### config.mk
export PLATFORM = sky130hd
export DESIGN_NAME = phase_angle_dimmer_with_ramp
export DESIGN_NICKNAME = d
export VERILOG_FILES = /design/src/hw/rtl/pad_pkg.sv /design/src/hw/rtl/phase_angle_dimmer_with_ramp.sv
export SDC_FILE = /design/constraint.sdc
export NUM_CORES = 1
export LEC_CHECK = 0
export ABC_AREA = 1
export BUFFER_PORTS_ARGS = -buffer_cell sky130_fd_sc_hd__clkbuf_2
export CAP_MARGIN = 10
export CORE_MARGIN = 2
export CORE_UTILIZATION = 53
export DETAILED_ROUTE_END_ITERATION = 6
export PLACE_DENSITY_LB_ADDON = 0.08
export SLEW_MARGIN = 20
export SYNTH_ARGS = -nofsm -noshare
export SYNTH_HDL_FRONTEND = slang
export SYNTH_SLANG_ARGS = --single-unit
export TNS_END_PERCENT = 10
### constraint.sdc
create_clock -name clk_i -period 6.52 [get_ports clk_i]
set_input_delay 0.978 -clock clk_i [delete_from_list [all_inputs] [get_ports clk_i]]
set_output_delay 0.978 -clock clk_i [all_outputs]
set_load 0.005 [all_outputs]
### src/hw/rtl/pad_pkg.sv
// Package for the phase-angle dimmer: event codes, register indexes and
// register reset values. No dependencies.
package pad_pkg;

  // Event carried in tuser of each input word
  typedef enum logic [1:0] {
    ActTimerTick = 2'd0,
    ActMsTick    = 2'd1,
    ActZeroCross = 2'd2,
    ActSetLevel  = 2'd3
  } action_e;

  // Configuration register indexes
  localparam int unsigned CfgAddrW = 3;
  typedef enum logic [CfgAddrW-1:0] {
    CfgRampMsPerStep = 3'd0,
    CfgPeriodTop     = 3'd1,
    CfgPulseEnd      = 3'd2,
    CfgPreloadBase   = 3'd3,
    CfgPreloadSlope  = 3'd4
  } cfg_addr_e;

  localparam int unsigned CfgDataW = 16;
  localparam int unsigned SlopeW   = 8;

  // Register reset values
  localparam logic [15:0]       RampMsPerStepRst = 16'd1;
  localparam logic [15:0]       PeriodTopRst     = 16'd40000;
  localparam logic [15:0]       PulseEndRst      = 16'd10;
  localparam logic [15:0]       PreloadBaseRst   = 16'd21894;
  localparam logic [SlopeW-1:0] PreloadSlopeRst  = 8'd71;

endpackage

### src/hw/rtl/phase_angle_dimmer_with_ramp.sv
// Phase-angle mains dimmer with level ramp, top level.
// Depends on pad_pkg; checked by pad_check (bound from its own file).
//
// Result: the word for an accepted input is registered in the output register, or in the skid register if stalled.
// Throughput: one word per cycle; all event logic (one 8xLEVEL multiply-add and
//   a few compares) sits between the event input and a two-entry output stage
//   (output register plus skid register), so input is stalled only when both hold words.
// Reset: asynchronous, active low; registers take their documented reset values,
//   the phase counter is stopped until the first zero crossing.
module phase_angle_dimmer_with_ramp #(
  parameter int unsigned COUNT_WIDTH = 16,
  parameter int unsigned LEVEL_WIDTH = 8
) (
  input  logic                            clk_i,
  input  logic                            rst_ni,
  // configuration write port
  input  logic                            cfg_we_i,
  input  logic [pad_pkg::CfgAddrW-1:0]    cfg_addr_i,
  input  logic [pad_pkg::CfgDataW-1:0]    cfg_wdata_i,
  // event stream
  input  logic                            s_axis_tvalid,
  output logic                            s_axis_tready,
  input  logic [7:0]                      s_axis_tdata,  // [7:0] new_level
  input  logic [1:0]                      s_axis_tuser,  // [1:0] action
  // result stream
  output logic                            m_axis_tvalid,
  input  logic                            m_axis_tready,
  output logic [15:0]                     m_axis_tdata   // [0] gate, [8:1] current_level
);
  import pad_pkg::*;

  localparam int unsigned CmpW = (COUNT_WIDTH > 16) ? COUNT_WIDTH : 16;
  localparam int unsigned ProdW = SlopeW + LEVEL_WIDTH;
  localparam int unsigned PreW = ((ProdW > 16) ? ProdW : 16) + 1;

  // configuration registers
  logic [15:0]       ramp_ms_q, period_top_q, pulse_end_q, preload_base_q;
  logic [SlopeW-1:0] preload_slope_q;

  always_ff @(posedge clk_i or negedge rst_ni) begin
    if (!rst_ni) begin
      ramp_ms_q       <= RampMsPerStepRst;
      period_top_q    <= PeriodTopRst;
      pulse_end_q     <= PulseEndRst;
      preload_base_q  <= PreloadBaseRst;
      preload_slope_q <= PreloadSlopeRst;
    end else if (cfg_we_i) begin
      case (cfg_addr_e'(cfg_addr_i))
        CfgRampMsPerStep: ramp_ms_q       <= cfg_wdata_i;
        CfgPeriodTop:     period_top_q    <= cfg_wdata_i;
        CfgPulseEnd:      pulse_end_q     <= cfg_wdata_i;
        CfgPreloadBase:   preload_base_q  <= cfg_wdata_i;
        CfgPreloadSlope:  preload_slope_q <= cfg_wdata_i[SlopeW-1:0];
        default: ;
      endcase
    end
  end

  // dimmer state
  logic [COUNT_WIDTH-1:0] count_q, count_d;
  logic                   running_q, running_d;
  logic                   gate_q, gate_d;
  logic                   blocked_q, blocked_d;
  logic [LEVEL_WIDTH-1:0] level_q, level_d;
  logic [LEVEL_WIDTH-1:0] target_q, target_d;
  logic [15:0]            ms_q, ms_d;

  logic in_acc;
  assign in_acc = s_axis_tvalid && s_axis_tready;

  // zero-crossing preload, saturated at top
  logic [PreW-1:0] preload;
  logic [15:0]     preload_sat;
  assign preload = PreW'(preload_base_q) + PreW'(preload_slope_q) * PreW'(level_q);
  assign preload_sat = (preload > PreW'(period_top_q)) ? period_top_q : preload[15:0];

  // millisecond ramp helpers
  logic [15:0] ms_inc;
  logic [15:0] interval;
  assign ms_inc   = (ms_q != 16'hFFFF) ? ms_q + 16'd1 : ms_q;
  assign interval = (ramp_ms_q != 16'd0) ? ramp_ms_q : 16'd1;

  // event next-state logic
  always_comb begin
    count_d   = count_q;
    running_d = running_q;
    gate_d    = gate_q;
    blocked_d = blocked_q;
    level_d   = level_q;
    target_d  = target_q;
    ms_d      = ms_q;
    case (action_e'(s_axis_tuser))
      ActTimerTick: begin
        if (running_q) begin
          if (count_q == COUNT_WIDTH'(period_top_q) || count_q == '1) begin
            count_d = '0;
            gate_d  = 1'b1;
          end else begin
            if (!blocked_q && CmpW'(count_q) == CmpW'(pulse_end_q)) begin
              gate_d = 1'b0;
            end
            count_d = count_q + COUNT_WIDTH'(1);
          end
          blocked_d = 1'b0;
        end
      end
      ActMsTick: begin
        ms_d = ms_inc;
        if (level_q != target_q && ms_inc >= interval) begin
          ms_d    = '0;
          level_d = (target_q > level_q) ? level_q + LEVEL_WIDTH'(1)
                                         : level_q - LEVEL_WIDTH'(1);
        end
      end
      ActZeroCross: begin
        count_d   = COUNT_WIDTH'(preload_sat);
        running_d = 1'b1;
        blocked_d = 1'b1;
      end
      ActSetLevel: begin
        target_d = LEVEL_WIDTH'(s_axis_tdata);
        ms_d     = '0;
      end
      default: ;
    endcase
  end

  always_ff @(posedge clk_i or negedge rst_ni) begin
    if (!rst_ni) begin
      count_q   <= '0;
      running_q <= 1'b0;
      gate_q    <= 1'b0;
      blocked_q <= 1'b0;
      level_q   <= '0;
      target_q  <= '0;
      ms_q      <= '0;
    end else if (in_acc) begin
      count_q   <= count_d;
      running_q <= running_d;
      gate_q    <= gate_d;
      blocked_q <= blocked_d;
      level_q   <= level_d;
      target_q  <= target_d;
      ms_q      <= ms_d;
    end
  end

  // result word
  logic [15:0] res_word;
  assign res_word = {7'd0, 8'(level_d), gate_d};

  // output register plus skid register
  logic        out_vld_q, skid_vld_q;
  logic [15:0] out_data_q, skid_data_q;
  logic        out_free;

  assign s_axis_tready = !skid_vld_q;
  assign m_axis_tvalid = out_vld_q;
  assign m_axis_tdata  = out_data_q;
  assign out_free      = !out_vld_q || m_axis_tready;

  always_ff @(posedge clk_i or negedge rst_ni) begin
    if (!rst_ni) begin
      out_vld_q  <= 1'b0;
      skid_vld_q <= 1'b0;
    end else if (out_free) begin
      if (skid_vld_q) begin
        out_vld_q  <= 1'b1;
        skid_vld_q <= 1'b0;
      end else begin
        out_vld_q  <= in_acc;
      end
    end else if (in_acc) begin
      skid_vld_q <= 1'b1;
    end
  end

  always_ff @(posedge clk_i) begin
    if (out_free) begin
      out_data_q <= skid_vld_q ? skid_data_q : res_word;
    end else if (in_acc) begin
      skid_data_q <= res_word;
    end
  end

endmodule

======== Word-level counts from Yosys, hierarchy flattened ========
Cells that the tools add are included.
operators by class
  bitwise logic cells ..................... 1
  eq/ne operators ......................... 13
  reduce and logical (&&, ||, !) cells .... 24
  muxes and demuxes ....................... 21
  add/sub/neg operators ................... 5
  multipliers ............................. 1
  $lt $le $gt $ge ......................... 3
operator list
  cell                     count
  $mux W16                 6
  $pmux W16 S2             2
  $add A16 B1 Y16 const B  2
  $eq A16 B16 Y1           2
  $mux W8                  3
  $reduce_and A2 Y1        9
  $add A16 B16 Y17         1
  $gt A17 B16 Y1           1
  $eq A16 B16 Y1 const B   1
  $ge A16 B16 Y1           1
  $mul A8 B8 Y16           1
  $ne A16 B16 Y1 const B   1
  $reduce_bool A16 Y1      1
  $mux W9                  1
  $add A8 B1 Y8 const B    1
  $gt A8 B8 Y1             1
  $mux W1                  8
  $ne A8 B8 Y1             1
  $sub A8 B1 Y8 const B    1
  $eq A3 B2 Y1 const B     2
  $reduce_bool A2 Y1       3
  $eq A2 B2 Y1 const B     2
  $eq A3 B1 Y1 const B     1
  $eq A3 B3 Y1 const B     1
  10 further kinds         15
storage, ports and cells
  input port bits ......................... 34
  register bits after elaboration ......... 143
  output and inout port bits .............. 18
  logic and storage cells ................. 84

======== Logic depth before layout (Yosys ltp) ========
  depth in word-level cells ............... 7
  depth in mapped cells ................... 34
  depth with buffers taken out ............ 32

======== Least setup slack after synthesis ========
No wires, ideal clock.
  kind .................................... register to register
  start ................................... reg preload_slope_q[0]
  end ..................................... reg count_q[10]
  setup slack ............................. 0.676 ns
  path buffers ............................ 2
  cell stages (with the launch flop) ...... 27
  period minus slack after synthesis ...... 5.844 ns
  required time ........................... 6.400 ns
  library setup time ...................... 0.120 ns
  arrival ................................. 5.725 ns
  path through ............................ dfstp_2 > clkbuf_1 > nand2_1 > fa_1 > fa_1 > inv_1 > fa_1 > inv_1 > fa_1 > inv_1 > ha_1 > a21oi_1 > nand3_2 > a31o_2 > xnor2_1 > inv_1 > ha_1 > inv_1 > nor4_1 > nand2_1 > nor4_2 > nand3_2 > nand2_4 > buf_12 > nand2_4 > nand3_2 > a21oi_2
between the ends
  longest elaborated chain between the ends .. 5
ends and longest elaborated chain
  item                    line                                 source
  start, declared         phase_angle_dimmer_with_ramp.sv:38   logic [SlopeW-1:0] preload_slope_q;
  start signal, assigned  phase_angle_dimmer_with_ramp.sv:46   preload_slope_q <= PreloadSlopeRst;
  start signal, assigned  phase_angle_dimmer_with_ramp.sv:53   CfgPreloadSlope: preload_slope_q <= cfg_wdata_i[SlopeW-1:0];
  $mul A8 B8 Y16 (*)      phase_angle_dimmer_with_ramp.sv:74   assign preload = PreW'(preload_base_q) + PreW'(preload_slope_q) * PreW'(level_q);
  $add A16 B16 Y17 (*)    phase_angle_dimmer_with_ramp.sv:74
  $gt A17 B16 Y1          phase_angle_dimmer_with_ramp.sv:75   assign preload_sat = (preload > PreW'(period_top_q)) ? period_top_q : preload[15:0];
  $mux W16 (*)            phase_angle_dimmer_with_ramp.sv:75
  $pmux W16 S2 (*)        phase_angle_dimmer_with_ramp.sv:92   case (action_e'(s_axis_tuser))
  end signal, assigned    phase_angle_dimmer_with_ramp.sv:138  count_q <= count_d;
  end, declared           phase_angle_dimmer_with_ramp.sv:60   logic [COUNT_WIDTH-1:0] count_q, count_d;
Every way passes the cells marked *; elsewhere a longest branch is shown, timed or not.
A chain may end at the register's enable or synchronous reset.

======== Worst setup path after layout ========
  start ................................... reg preload_slope_q[0]
  end ..................................... reg count_q[2]
Same word-level chain as after synthesis.

==> impl_metrics.py <==
metrics = {
    "clocking": {
        "postCtsSetupRepairBufs": 0,
        "cts_tree": "built",
        "clock_path_buffers": 2,
        "h-tree-depth": 4,
        "clk_pin_slew_ns": 0.07,
        "clk_latency_ns": 0.43,
        "cts_buffers": 17,
        "cts_num_sinks": 143,
        "clockRootBuffer": "clkbuf_16",
    },
    "sta": {
        "setup_viol": 0,
        "hold_violations": 0,
        "setup_tns_ns": 0,
        "fmax_ghz": 0.164,
        "slew_headroom_pct": 30.0,
        "rsz0062_at_grt": "false",
        "period_share_pct": 93.5,
        "slew_viol_final": 0,
        "worst_pin_slew_ns": 1.05,
        "clock_skew_ns": 0.0131,
        "fin_crit_ns": 6.10,
    },
    "power": {
        "p_leak_nw": 6.76,
        "p_sw_mw": 2.91,
        "powerDensity_mw_per_mm2": 481,
        "power.total_mw": 6.00,
        "seq_power_share_pct": 23.3,
        "clkPwrFrac_pct": 17.9,
        "switching_share_pct": 48.5,
        "vdd_ir_drop_max_uv": 590,
        "p_comb_share_pct": 58.7,
        "p_int_mw": 3.09,
    },
    "synth": {
        "ys_ff_latch": 143,
        "ys_warn_count": 0,
        "seq_area_frac_synth_pct": 32.4,
        "synth-edff-count": 18,
        "synth_area_leaders": "dfrtp_1 (23%), nand2_1 (11%), inv_1 (10%)",
        "async_flop_share_pct": 87.4,
        "ys.flop_type": "dfrtp_1",
        "yosysTopAreaCell": "dfrtp_1",
        "yosysUniqueCellTypes": 55,
        "synth.avg_cell_area_um2": 7.87,
        "netlist_area_mm2": 0.0114,
        "synth_top_area_share_pct": 23.3,
        "synthCells": 1450,
    },
    "place": {
        "hpwl_mm": 21.9,
        "portBuffers": 44,
        "place.gp.congestion": 0.890,
        "placed_area_mm2": 0.0118,
    },
    "layout": {
        "diodes": 0,
        "area_delta_synth_final_pct": 9.34,
        "drive_gt1_share_pct": 13.0,
        "final_area_mm2": 0.0125,
        "nets": 1646,
    },
    "route": {
        "drt-wirelength-per-cell_um": 16.2,
        "vias_per_cell": 5.18,
        "dr.pass1.iters": 5,
        "num_vias": 9138,
        "postRouteAntennaNets": 0,
        "post-route-drc-count": 0,
        "drt_iter0_markers": 606,
        "drt_wl_total_mm": 28.5,
    },
    "global_routing": {
        "grt_overflow_total": 0,
        "grt_pass1_vias": 8805,
        "track_usage_pct": 26.7,
        "antenna_found_initial": 0,
        "grt_max_degree": 53,
        "grt_pass1_wl_mm": 46.8,
    },
    "die": {
        "die_area_mm2": 0.0227,
        "placementRows": 53,
        "die_x_um": 151,
        "start_util_pct": 54.1,
        "top_level_ports": 52,
        "die_h_um": 151,
        "core-area_mm2": 0.0211,
    },
    "worst_setup_path": {
        "arrival_ns": 6.44,
        "criticalPathCategory": "register to register",
        "critPathCaptureType": "register",
        "critPathRequiredTime_ns": 6.86,
        "startpoint_type": "register",
        "worstPathMaxFanout": 16,
    },
    "flow_run": {
        "cap_violations": 0,
    },
    "outcome": {
        "status": "finished clean",
    },
    "min_path": {
        "min_path_type": "register to register",
    },
}
==> registers in the layout (all words and copies together) (netlist names) <==
signal and cells:
gate_q 1, pulse_end_q 16, period_top_q 16, running_q 1, ms_q 16, skid_data_q 9
blocked_q 1, preload_slope_q 8, m_axis_tdata 9, preload_base_q 16, level_q 8, skid_vld_q 1
m_axis_tvalid 1, count_q 16, target_q 8, ramp_ms_q 16
==> final cells by class <==
class                      count  area [um^2]
clock buffer                  18          450
clock inverter                14          189
fill                        1963         8620
inverter                     316         1190
multi-input combinational    941         6280
sequential                   143         3690
tap                          275          344
timing repair buffer          57          332
==> power groups by stage <==
stage	combinational, mW	clock [mW]	sequential (mW)
3_5_place_dp	3.46	0	1.41
2_1_floorplan	2.83	0	1.25
5_1_grt	4.04	1.12	1.43
6_report	3.52	1.07	1.40
4_1_cts	3.51	1.09	1.40
3_3_place_gp	3.43	0	1.40
==> cell usage after synthesis (7+ instances only) <==
cell / number
nand2_1: 330
inv_1: 311
dfrtp_1: 106
o21ai_0: 106
ha_1: 84
nor2_1: 57
fa_1: 52
nand3_1: 51
a21oi_1: 47
clkbuf_1: 35
xor2_1: 34
nor3_1: 21
dfstp_2: 19
edfxtp_1: 18
nand4_1: 16
nand3_2: 14
xnor2_1: 14
a21oi_2: 12
nand2_4: 12
buf_4: 9
nor4_1: 9
buf_2: 8
o21ai_1: 8
o22ai_1: 8
mux2_2: 7
==> critical path, stage by stage, from the launching register on <==
cell      delay, ns
dfstp_2        0.61
nand2_1        0.10
fa_1           0.51
fa_1           0.56
inv_1          0.06
fa_1           0.54
inv_1          0.06
fa_1           0.55
inv_1          0.05
ha_1           0.34
a21oi_1        0.24
nand3_2        0.16
nand2_1        0.10
nand2_1        0.08
a21boi_0       0.20
xor2_1         0.35
inv_1          0.08
ha_1           0.30
nand2_1        0.08
nor4_2         0.29
nand3_2        0.17
buf_4          0.24
nand3_1        0.09
nand3_1        0.08
a21oi_1        0.16
==> cell families (layout without fill, tap and decap cells) <==
| logic type | count (synthesis) | in the layout | synth area share [%] |
|---|---|---|---|
| DFF | 143 | 143 | 32.4 |
| buffers and inverters | 372 | 405 | 13.0 |
| adders and majority gates | 136 | 136 | 18.3 |
| other | 1 | 7 | 0.0329 |
| xor gates and xnor gates | 48 | 48 | 3.69 |
| and+or+nand+nor | 542 | 542 | 22.0 |
| AOI/OAI and AO/OA | 201 | 201 | 9.85 |
| muxes | 7 | 7 | 0.691 |
==> worst paths after layout <==
kind	startpoint	to	slack, ns	cells past startpoint
min reg2reg	preload_base_q[5]$_DFFE_PN0P_	preload_base_q[5]$_DFFE_PN0P_	0.49	2
max reg2reg	preload_slope_q[0]$_DFFE_PN1P_	count_q[2]$_DFFE_PN0P_	0.42	24
min	preload_base_q[5]$_DFFE_PN0P_	preload_base_q[5]$_DFFE_PN0P_	0.49	2
min in group asynchronous	rst_ni	period_top_q[13]$_DFFE_PN0P_	0.52	1
max	preload_slope_q[0]$_DFFE_PN1P_	count_q[2]$_DFFE_PN0P_	0.42	24
max in group asynchronous	rst_ni	m_axis_tvalid$_DFFE_PN0N_	4.91	2
==> cells in the final DEF (no fill, tap or decap), types with 8 or more instances in the layout <==
cell and count:
o21ai_0 106, o22ai_1 8, o21ai_1 8, nor2_1 57, nand3_1 50, nand2_4 11, dfstp_2 19, clkbuf_2 43
inv_1 311, nand4_1 16, nor4_1 9, buf_4 12, ha_1 84, a21oi_2 13, fa_1 52, nand2_1 330
a21oi_1 46, nand3_2 15, clkbuf_16 18, nor3_1 21, edfxtp_1 18, dfrtp_1 106, xnor2_1 13, xor2_1 34
==> what timing repair did <==
item / 4_1_cts / 5_1_grt
endpoints found under the hold margin: 0 / 0
hold buffers: 0 / 0
endpoints found under the setup margin: 0 / 16
resized for setup: 0 / 2
==> metrics by stage <==
| step | instances | utilization (%) | worst slack [ns] | hold slack, ns |
|---|---|---|---|---|
| 2_1_floorplan | 1456 | - | 0.676 | 0.443 |
| 5_1_grt | 1764 | 59.1 | 0.0136 | 0.503 |
| 3_3_place_gp | 1730 | 55.9 | 0.444 | 0.466 |
| 3_5_place_dp | 1730 | 55.9 | 0.374 | 0.473 |
| 4_1_cts | 1762 | 58.9 | 0.314 | 0.489 |
| 6_report | 1764 | 59.1 | 0.421 | 0.486 |
==> routing by layer <==
metal	part of all wire, %	up-vias	GRT usage [%]
met5	0	-	0
met4	2.0	0	7.29
met3	3.9	40	3.55
met2	49	230	45.1
met1	46	4321	36.2
li1	-	4547	-
Note: power is estimated with default switching activity, not from simulation.
